[src/rtl/core/taskbar_focus_hit_tester_unit_assert.svh]
// ----------------------------------------------------------------------------
// Assertion macros for the taskbar focus hit tester
// Clocked assertion helpers used at the end of the modules that check
// their own logic. Every check is disabled while reset is held.
// ----------------------------------------------------------------------------
`ifndef TASKBAR_FOCUS_HIT_TESTER_UNIT_ASSERT_SVH
`define TASKBAR_FOCUS_HIT_TESTER_UNIT_ASSERT_SVH

// A property that must hold at every rising clock edge.
`define TFHT_ASSERT(lbl, prop, msg) \
  lbl: assert property (@(posedge clk_i) disable iff (!rst_ni) (prop)) else $error(msg);

// A consequence that must hold in the cycle after its trigger.
`define TFHT_ASSERT_NEXT(lbl, ante, cons, msg) \
  lbl: assert property (@(posedge clk_i) disable iff (!rst_ni) (ante) |=> (cons)) \
    else $error(msg);

`endif

[src/rtl/core/tfht_pkg.sv]
// ----------------------------------------------------------------------------
// Taskbar focus hit tester package
// Shared constants, item kind codes, register indexes and the control and
// status structs between the sequencer and the slot scan unit.
// ----------------------------------------------------------------------------
`timescale 1ns / 1ps

package tfht_pkg;

  // Default number of window slots.
  localparam int MAX_WINDOWS_DEF = 16;

  // Button geometry on the bar.
  localparam int BTN_WIDTH  = 120;
  localparam int BTN_PITCH  = 124;
  localparam int BTN_SHRINK = 4;

  // Slots at or beyond this number have no bit in the open mask.
  localparam int MASK_SLOTS = 16;

  // Width of the column accumulator: bar_left plus sixteen pitches plus a width.
  localparam int XW = 14;

  // Item kinds.
  localparam logic [1:0] KIND_REGISTER  = 2'd0;
  localparam logic [1:0] KIND_SET_FOCUS = 2'd1;
  localparam logic [1:0] KIND_CLICK     = 2'd2;
  localparam logic [1:0] KIND_CYCLE     = 2'd3;

  // Configuration register indexes.
  localparam logic [1:0] CFG_BAR_TOP    = 2'd0;
  localparam logic [1:0] CFG_BAR_HEIGHT = 2'd1;
  localparam logic [1:0] CFG_BAR_LEFT   = 2'd2;

  // Register reset values.
  localparam logic [11:0] BAR_TOP_RST    = 12'd0;
  localparam logic [7:0]  BAR_HEIGHT_RST = 8'd32;
  localparam logic [11:0] BAR_LEFT_RST   = 12'd0;

  // Commands from the sequencer to the scan unit.
  typedef struct packed {
    logic load;
    logic step;
    logic click_mode;
  } scan_ctrl_t;

  // Scan unit status.
  typedef struct packed {
    logic done;
    logic found;
  } scan_status_t;

endpackage

[src/rtl/core/taskbar_focus_hit_tester_unit.sv]
// Register and set focus items give their result in the cycle after the transfer.
// Click and cycle items scan one slot per cycle in the shared scan unit; the
// block is busy and takes no new item until the scan ends, and the result is
// registered from the last scan step.
// Results are strobed for one cycle; the receiver cannot stall them.
// Reset clears the window count, the focus and the bar registers to 0, 32, 0.
// ----------------------------------------------------------------------------
// Taskbar focus hit tester
// Tracks registered windows and the focused one, tests taskbar clicks
// against the button layout and cycles focus over the open windows.
// ----------------------------------------------------------------------------
`timescale 1ns / 1ps

`include "taskbar_focus_hit_tester_unit_assert.svh"

module taskbar_focus_hit_tester_unit #(
  parameter int MaxWindows = tfht_pkg::MAX_WINDOWS_DEF,
  localparam int SW = $clog2(MaxWindows),
  localparam int CW = $clog2(MaxWindows + 1)
) (
  input  logic        clk_i,
  input  logic        rst_ni,
  // Item command port
  input  logic        start_i,
  output logic        busy_o,
  input  logic [1:0]  kind_i,
  input  logic [3:0]  window_index_i,
  input  logic [15:0] open_mask_i,
  input  logic [11:0] mouse_x_i,
  input  logic [11:0] mouse_y_i,
  // Result port
  output logic        result_valid_o,
  output logic        focus_valid_o,
  output logic [3:0]  focus_index_o,
  output logic        hit_o,
  output logic [3:0]  hit_index_o,
  output logic        register_ok_o,
  output logic [3:0]  register_slot_o,
  // Configuration write port
  input  logic        cfg_valid_i,
  output logic        cfg_ready_o,
  input  logic [1:0]  cfg_index_i,
  input  logic [11:0] cfg_data_i
);

  localparam logic ST_IDLE = 1'b0;
  localparam logic ST_SCAN = 1'b1;
  localparam int   XW      = tfht_pkg::XW;

  logic state_q, state_d;

  logic [11:0]   bar_top_q;
  logic [7:0]    bar_height_q;
  logic [11:0]   bar_left_q;

  logic [CW-1:0] count_q, count_d;
  logic          present_q, present_d;
  logic [SW-1:0] slot_q, slot_d;

  logic          res_valid_q, res_valid_d;
  logic          res_hit_q, res_hit_d;
  logic [3:0]    res_hit_idx_q, res_hit_idx_d;
  logic          res_reg_ok_q, res_reg_ok_d;
  logic [3:0]    res_reg_slot_q, res_reg_slot_d;
  logic          res_update;

  // Click mode of the running scan, kept beside the sequencer.
  logic          scan_click_q;

  logic                   accept;
  logic                   y_ok;
  logic [XW-1:0]          my_w;
  logic [XW-1:0]          top_w;
  logic [SW-1:0]          start_idx;
  logic [7:0]             count_ext;
  logic [7:0]             slot_ext;
  logic [7:0]             scan_ext;
  tfht_pkg::scan_ctrl_t   scan_ctrl;
  tfht_pkg::scan_status_t scan_status;
  logic [SW-1:0]          scan_idx;

  assign accept      = start_i && (state_q == ST_IDLE);
  assign busy_o      = (state_q == ST_SCAN);
  assign cfg_ready_o = 1'b1;

  // Row test of a click against the shrunken button band.
  assign my_w  = XW'(mouse_y_i);
  assign top_w = XW'(bar_top_q);
  assign y_ok  = (my_w >= top_w + XW'(tfht_pkg::BTN_SHRINK / 2)) &&
                 (my_w + XW'(tfht_pkg::BTN_SHRINK / 2) < top_w + XW'(bar_height_q));

  // The cycle starts after the focused slot, or after slot 0 without focus.
  assign start_idx = (present_q && (CW'(slot_q) < count_q)) ? slot_q : '0;

  assign count_ext = 8'(count_q);
  assign scan_ext  = 8'(scan_idx);

  tfht_scan_unit #(
    .MaxWindows (MaxWindows)
  ) u_scan (
    .clk_i       (clk_i),
    .rst_ni      (rst_ni),
    .ctrl_i      (scan_ctrl),
    .count_i     (count_q),
    .start_idx_i (start_idx),
    .mask_i      (open_mask_i),
    .mouse_x_i   (mouse_x_i),
    .bar_left_i  (bar_left_q),
    .y_ok_i      (y_ok),
    .status_o    (scan_status),
    .idx_o       (scan_idx)
  );

  // Sequencer and focus state update.
  always_comb begin
    state_d        = state_q;
    count_d        = count_q;
    present_d      = present_q;
    slot_d         = slot_q;
    res_valid_d    = 1'b0;
    res_update     = 1'b0;
    res_hit_d      = 1'b0;
    res_hit_idx_d  = 4'd0;
    res_reg_ok_d   = 1'b0;
    res_reg_slot_d = 4'd0;
    scan_ctrl      = '0;
    unique case (state_q)
      ST_IDLE: begin
        if (accept) begin
          case (kind_i)
            tfht_pkg::KIND_REGISTER: begin
              res_valid_d = 1'b1;
              res_update  = 1'b1;
              if (count_q < CW'(MaxWindows)) begin
                res_reg_ok_d   = 1'b1;
                res_reg_slot_d = count_ext[3:0];
                count_d        = count_q + CW'(1);
                if (!present_q) begin
                  present_d = 1'b1;
                  slot_d    = SW'(count_q);
                end
              end
            end
            tfht_pkg::KIND_SET_FOCUS: begin
              res_valid_d = 1'b1;
              res_update  = 1'b1;
              if (8'(window_index_i) < count_ext) begin
                present_d = 1'b1;
                slot_d    = SW'(window_index_i);
              end
            end
            default: begin
              scan_ctrl.load       = 1'b1;
              scan_ctrl.click_mode = (kind_i == tfht_pkg::KIND_CLICK);
              state_d              = ST_SCAN;
            end
          endcase
        end
      end
      ST_SCAN: begin
        scan_ctrl.step = 1'b1;
        if (scan_status.done) begin
          res_valid_d = 1'b1;
          res_update  = 1'b1;
          state_d     = ST_IDLE;
          if (scan_status.found) begin
            present_d = 1'b1;
            slot_d    = scan_idx;
            if (scan_click_q) begin
              res_hit_d     = 1'b1;
              res_hit_idx_d = scan_ext[3:0];
            end
          end
        end
      end
      default: begin
        state_d = ST_IDLE;
      end
    endcase
  end

  // Remember whether the running scan is a click.
  always_ff @(posedge clk_i or negedge rst_ni) begin
    if (!rst_ni) begin
      scan_click_q <= 1'b0;
    end else if (scan_ctrl.load) begin
      scan_click_q <= scan_ctrl.click_mode;
    end
  end

  // Control and focus state registers.
  always_ff @(posedge clk_i or negedge rst_ni) begin
    if (!rst_ni) begin
      state_q     <= ST_IDLE;
      count_q     <= '0;
      present_q   <= 1'b0;
      slot_q      <= '0;
      res_valid_q <= 1'b0;
    end else begin
      state_q     <= state_d;
      count_q     <= count_d;
      present_q   <= present_d;
      slot_q      <= slot_d;
      res_valid_q <= res_valid_d;
    end
  end

  // Configuration register writes.
  always_ff @(posedge clk_i or negedge rst_ni) begin
    if (!rst_ni) begin
      bar_top_q    <= tfht_pkg::BAR_TOP_RST;
      bar_height_q <= tfht_pkg::BAR_HEIGHT_RST;
      bar_left_q   <= tfht_pkg::BAR_LEFT_RST;
    end else if (cfg_valid_i && cfg_ready_o) begin
      unique case (cfg_index_i)
        tfht_pkg::CFG_BAR_TOP:    bar_top_q    <= cfg_data_i;
        tfht_pkg::CFG_BAR_HEIGHT: bar_height_q <= cfg_data_i[7:0];
        tfht_pkg::CFG_BAR_LEFT:   bar_left_q   <= cfg_data_i;
        default: begin
        end
      endcase
    end
  end

  // Result payload registers.
  always_ff @(posedge clk_i) begin
    if (res_update) begin
      res_hit_q      <= res_hit_d;
      res_hit_idx_q  <= res_hit_idx_d;
      res_reg_ok_q   <= res_reg_ok_d;
      res_reg_slot_q <= res_reg_slot_d;
    end
  end

  assign slot_ext        = 8'(slot_q);
  assign result_valid_o  = res_valid_q;
  assign focus_valid_o   = present_q;
  assign focus_index_o   = present_q ? slot_ext[3:0] : 4'd0;
  assign hit_o           = res_hit_q;
  assign hit_index_o     = res_hit_idx_q;
  assign register_ok_o   = res_reg_ok_q;
  assign register_slot_o = res_reg_slot_q;

  // Checks on the sequencer and the focus state.
  `TFHT_ASSERT(a_no_result_while_scanning, !(res_valid_q && busy_o), "result strobed while busy")
  `TFHT_ASSERT(a_count_in_range, count_q <= CW'(MaxWindows), "window count beyond slot limit")
  `TFHT_ASSERT(a_focus_registered, !present_q || (CW'(slot_q) < count_q), "focus on unregistered slot")
  `TFHT_ASSERT_NEXT(a_accept_progress, accept, res_valid_q || busy_o, "accepted item left no trace")

endmodule

[src/rtl/core/tfht_scan_unit.sv]
// ----------------------------------------------------------------------------
// Slot scan unit
// Walks the window slots one per cycle with a shared open test, column
// compare and index step. In click mode it lays out the open buttons and
// tests the mouse column; in cycle mode it finds the next open slot.
// ----------------------------------------------------------------------------
`timescale 1ns / 1ps

module tfht_scan_unit #(
  parameter int MaxWindows = tfht_pkg::MAX_WINDOWS_DEF,
  localparam int SW = $clog2(MaxWindows),
  localparam int CW = $clog2(MaxWindows + 1)
) (
  input  logic                   clk_i,
  input  logic                   rst_ni,
  input  tfht_pkg::scan_ctrl_t   ctrl_i,
  input  logic [CW-1:0]          count_i,
  input  logic [SW-1:0]          start_idx_i,
  input  logic [15:0]            mask_i,
  input  logic [11:0]            mouse_x_i,
  input  logic [11:0]            bar_left_i,
  input  logic                   y_ok_i,
  output tfht_pkg::scan_status_t status_o,
  output logic [SW-1:0]          idx_o
);

  // Index width that can also hold the mask size.
  localparam int OW = (SW > 5) ? SW : 5;
  localparam int XW = tfht_pkg::XW;

  logic [SW-1:0] idx_q, idx_d;
  logic [CW-1:0] remain_q, remain_d;
  logic          click_q, click_d;
  logic [CW-1:0] count_q;
  logic [XW-1:0] x_q, x_d;
  logic [15:0]   mask_q;
  logic [11:0]   mx_q;
  logic          y_ok_q;

  logic [OW-1:0] idx_w;
  logic          slot_open;
  logic [XW-1:0] mx_w;
  logic [XW-1:0] x_hi;
  logic          in_x;
  logic          found;
  logic          done;
  logic [CW-1:0] last_q;
  logic [CW-1:0] last_in;
  logic [SW-1:0] idx_next;
  logic [SW-1:0] start_next;

  // Open test and column compare for the current slot.
  assign idx_w     = OW'(idx_q);
  assign slot_open = (idx_w < OW'(tfht_pkg::MASK_SLOTS)) && mask_q[idx_w[3:0]];
  assign mx_w      = XW'(mx_q);
  assign x_hi      = x_q + XW'(tfht_pkg::BTN_WIDTH);
  assign in_x      = (mx_w >= x_q) && (mx_w < x_hi);
  assign found     = (remain_q != '0) && slot_open && (!click_q || (in_x && y_ok_q));
  assign done      = (remain_q == '0) || found;

  // Round-robin index step over the registered slots.
  assign last_q     = count_q - CW'(1);
  assign idx_next   = (idx_q == last_q[SW-1:0]) ? '0 : idx_q + SW'(1);
  assign last_in    = count_i - CW'(1);
  assign start_next = (start_idx_i == last_in[SW-1:0]) ? '0 : start_idx_i + SW'(1);

  // Next state of the scan.
  always_comb begin
    idx_d    = idx_q;
    remain_d = remain_q;
    click_d  = click_q;
    x_d      = x_q;
    if (ctrl_i.load) begin
      idx_d    = ctrl_i.click_mode ? '0 : start_next;
      remain_d = count_i;
      click_d  = ctrl_i.click_mode;
      x_d      = XW'(bar_left_i);
    end else if (ctrl_i.step && !done) begin
      idx_d    = idx_next;
      remain_d = remain_q - CW'(1);
      if (click_q && slot_open) begin
        x_d = x_q + XW'(tfht_pkg::BTN_PITCH);
      end
    end
  end

  // Scan control registers.
  always_ff @(posedge clk_i or negedge rst_ni) begin
    if (!rst_ni) begin
      idx_q    <= '0;
      remain_q <= '0;
      click_q  <= 1'b0;
    end else begin
      idx_q    <= idx_d;
      remain_q <= remain_d;
      click_q  <= click_d;
    end
  end

  // Column accumulator, and the operands captured for the whole scan.
  always_ff @(posedge clk_i) begin
    x_q <= x_d;
    if (ctrl_i.load) begin
      count_q <= count_i;
      mask_q  <= mask_i;
      mx_q    <= mouse_x_i;
      y_ok_q  <= y_ok_i;
    end
  end

  assign status_o.done  = done;
  assign status_o.found = found;
  assign idx_o          = idx_q;

endmodule

[config.mk]
export PLATFORM = sky130hd
export DESIGN_NAME = taskbar_focus_hit_tester_unit
export DESIGN_NICKNAME = d
export VERILOG_FILES = /design/src/rtl/core/tfht_pkg.sv /design/src/rtl/core/taskbar_focus_hit_tester_unit.sv /design/src/rtl/core/tfht_scan_unit.sv
export VERILOG_INCLUDE_DIRS = /design/src /design/src/rtl/core
export SDC_FILE = /design/constraint.sdc
export NUM_CORES = 1
export LEC_CHECK = 0
export BUFFER_PORTS_ARGS = -buffer_cell sky130_fd_sc_hd__buf_4
export CAP_MARGIN = 20
export CELL_PAD_IN_SITES_DETAIL_PLACEMENT = 2
export CELL_PAD_IN_SITES_GLOBAL_PLACEMENT = 2
export CORE_MARGIN = 5
export CORE_UTILIZATION = 39
export DETAILED_ROUTE_END_ITERATION = 8
export HOLD_SLACK_MARGIN = 0.1
export PLACE_DENSITY_LB_ADDON = 0.2
export SLEW_MARGIN = 5
export SYNTH_ARGS = -nofsm -noshare
export SYNTH_HDL_FRONTEND = slang
export SYNTH_SLANG_ARGS = --single-unit
export TNS_END_PERCENT = 100
[constraint.sdc]
create_clock -name clk_i -period 4.75 [get_ports clk_i]
set_clock_uncertainty 0.15 [all_clocks]
set_input_delay 0.95 -clock clk_i [delete_from_list [all_inputs] [get_ports clk_i]]
set_output_delay 0.95 -clock clk_i [all_outputs]
set_load 0.02 [all_outputs]
==> results.py <==
metrics = {
    "power_and_ir_drop": {
        "finalPower_w": 0.00437,
        "p_sw_w": 0.00181,
        "pwr-share-clk_pct": 18.2,
        "power_density_nw_per_um2": 540,
        "intPower_w": 0.00255,
        "irDropWorstVdd_v": 0.000261,
        "comb_power_share_pct": 45.1,
        "power_frac_seq_pct": 36.7,
        "p_leak_nw": 3.46,
        "swShare_pct": 41.5,
    },
    "yosys": {
        "ys_types": 69,
        "synth_top_family_by_area": "simple AND/OR/NAND/NOR gates",
        "syn-cell-area_um2": 6970,
        "synth_nets": 793,
        "yosys.area_share.simple_pct": 13.2,
        "syn-mean-instance-area_um2": 10.6,
        "ys_warn_count": 0,
        "seq_area_frac_synth_pct": 43.7,
        "post-synth-top-area-cell": "edfxtp_1",
        "synth-seq-cells": 111,
        "synthFlopType": "edfxtp_1",
        "synth_xor_area_share_pct": 7.29,
        "synthMuxAreaShare_pct": 8.01,
        "synth_area_leaders": "edfxtp_1, dfrtp_1, ha_1, xnor2_1, mux2_2",
        "syn_inst": 657,
        "synth_top_area_share_pct": 23.7,
        "synth_fa_ha_area_share_pct": 13.0,
        "synth_compound_area_share_pct": 10.9,
        "synth-edff-count": 55,
        "async_flop_share_pct": 48.6,
    },
    "sta": {
        "period_needed_ns": 4.30,
        "rsz0062_at_grt": "false",
        "fin_setup_tns_ns": 0,
        "worstMarginPinSlew_ns": 1.02,
        "fmax_mhz": 233,
        "fin_crit_sh_pct": 90.5,
        "whs_ns": 0.365,
        "hold_viol": 0,
        "setup_viol": 0,
        "report.final.slew_viol_count": 0,
        "relSlewSlack_pct": 32.0,
        "setup_slack_ns": 0.452,
    },
    "detailed_routing": {
        "drt_iter0_drc": 226,
        "wl_per_cell_um": 21.0,
        "via_per_inst": 5.49,
        "dr.pass1.iters": 4,
        "ant_nets": 0,
        "drcViolationCount": 0,
        "routed_wl_um": 20200,
        "vias": 5277,
    },
    "layout": {
        "nFillCells": 1819,
        "syn_to_final_growth_pct": 16.1,
        "design_area_um2": 8090,
        "diodes": 0,
        "finalNetCount": 867,
        "final_common_cell": "buf_4",
        "layout_common_cells": "buf_4, ha_1, edfxtp_1",
        "drive_gt1_share_pct": 20.4,
    },
    "worst_setup_path": {
        "cp-end-kind": "flip-flop",
        "crit_path_start_kind": "flip-flop",
        "cp.arrival_ns": 4.15,
        "crit_fanout": 12,
        "r2r_cells": 11,
        "worstSetupPathType": "reg2reg",
        "cp.required_ns": 4.60,
    },
    "clocking": {
        "cts_resized": 0,
        "cts-buffers-inserted": 9,
        "cts_tree": "yes",
        "clk_pin_slew_worst_paths_ns": 0.08,
        "cts.root.buffer_cell": "clkbuf_16",
        "clockBufferDepth": 2,
        "cts_sinks": 111,
        "cts_setup_buffers": 0,
        "ctsHtreeMaxLevel": 3,
        "insertion_delay_ns": 0.36,
        "cts_hold_buf": 0,
    },
    "placement": {
        "post-place-ws_ns": 0.425,
        "gp_congestion": 0.860,
        "post-dp-hpwl_um": 16000,
        "placedInstanceArea_um2": 7770,
        "io_buffers": 80,
    },
    "die": {
        "die_x_um": 144,
        "fp.dieH_um": 144,
        "die_area_um2": 20600,
        "ios": 82,
        "fp-row-count": 48,
        "core_area_um2": 17400,
        "initial_core_util_pct": 40.0,
    },
    "hold_path": {
        "whs_path_depth": 1,
        "hp-class": "reg2reg",
    },
    "grt": {
        "track_usage_pct": 20.3,
        "grt_pass1_vias": 5998,
        "grt_overflow": 0,
        "antenna_found_initial": 0,
        "grt_pass1_wl_um": 32600,
        "grt_max_degree": 55,
    },
    "run_status": {
        "status": "complete, no violations",
    },
    "flow_run": {
        "drv_cap": 0,
    },
}
-- critical path, cell delays in order, from the launching register on --
cell	delay [ns]
edfxtp_1	0.46
inv_1	0.20
ha_1	0.24
nor3b_2	0.40
nor2_1	0.12
xnor2_1	0.14
ha_1	0.32
nand4_1	0.11
a211o_1	0.29
a221o_1	0.40
a21oi_2	0.56
a31o_1	0.54
-- power groups by stage --
stage	clock network [W]	registers (W)	logic, W
4_1_cts	0.000812	0.00161	0.00199
6_report	0.000794	0.00160	0.00197
3_5_place_dp	0	0.00162	0.00195
2_1_floorplan	0	0.00151	0.00139
3_3_place_gp	0	0.00160	0.00181
5_1_grt	0.000853	0.00164	0.00219
-- registers in the layout (all words and copies together) (netlist names) --
signal,cells
bar_height_q,8
bar_left_q,12
bar_top_q,12
busy_o,1
count_q,5
focus_valid_o,1
hit_index_o,4
hit_o,1
register_ok_o,1
register_slot_o,4
result_valid_o,1
slot_q,4
u_scan.click_q,1
u_scan.count_q,4
u_scan.idx_o,4
u_scan.mask_q,16
u_scan.mx_q,12
u_scan.remain_q,5
u_scan.x_q,14
u_scan.y_ok_q,1
-- cells by family (layout without fill, tap and decap cells) --
group,count (synthesis),after routing
AOI/OAI and AO/OA,118,118
xor gates and xnor gates,58,58
adders and majority gates,72,72
buffers and inverters,65,144
DFF,111,111
muxes,45,45
other,1,1
and+or+nand+nor,187,187
-- layer usage --
metal / GRT usage, % / routed length [µm] / vias up
li1: - / - / 2501
met1: 24.2 / 8440 / 2654
met2: 37.6 / 10800 / 95
met3: 2.26 / 539 / 27
met4: 7.09 / 475 / 0
met5: 0 / 0 / -
-- cell usage after synthesis, types with 2 or more instances --
master / instances
a211oi_1: 5
a21o_1: 15
a21oi_1: 31
a31oi_1: 4
and2_1: 9
buf_1: 2
buf_2: 2
buf_6: 2
clkbuf_1: 12
dfrtp_1: 53
dfxtp_1: 2
edfxtp_1: 55
ha_1: 71
inv_1: 44
inv_2: 2
mux2_1: 5
mux2_2: 31
mux2i_1: 4
mux4_2: 5
nand2_1: 50
nand2b_1: 6
nand3_1: 19
nand3b_1: 5
nand4_1: 10
nor2_1: 49
nor2b_1: 3
nor3_1: 10
nor3b_1: 5
nor4_1: 8
o211ai_1: 4
o21a_1: 2
o21ai_0: 28
o21ai_1: 4
o21bai_1: 2
o22ai_1: 2
or2_2: 5
or3_1: 3
xnor2_1: 42
xor2_1: 16
-- metrics by stage --
step	std cells	util [%]
4_1_cts	960	46.4
6_report	961	46.4
3_3_place_gp	944	44.6
2_1_floorplan	657	-
5_1_grt	961	46.4
3_5_place_dp	944	44.6
-- final timing paths --
kind / endpoint / startpoint / slack [ns]
hold / removal: bar_left_q[8]$_DFFE_PN0P_ / bar_left_q[8]$_DFFE_PN0P_ / 0.36
max in group asynchronous: bar_height_q[7]$_DFFE_PN0P_ / rst_ni / 3.44
min in group asynchronous: result_valid_o$_DFF_PN0_ / rst_ni / 0.49
setup / recovery: u_scan.x_q[6]$_DFFE_PP_ / u_scan.x_q[3]$_DFFE_PP_ / 0.45
setup reg to reg: u_scan.x_q[6]$_DFFE_PP_ / u_scan.x_q[3]$_DFFE_PP_ / 0.45
hold reg to reg: bar_left_q[8]$_DFFE_PN0P_ / bar_left_q[8]$_DFFE_PN0P_ / 0.36
-- final cells by class --
type	instances	area, µm²	share of cell area, %
clock buffer	10	229	2.83
clock inverter	6	78.8	0.975
inverter	46	173	2.13
multi-input combinational	481	3660	45.3
sequential	111	3040	37.6
timing repair buffer	82	619	7.66
tap	225	282	3.48
No activity file was read; power rests on OpenSTA's default activity.
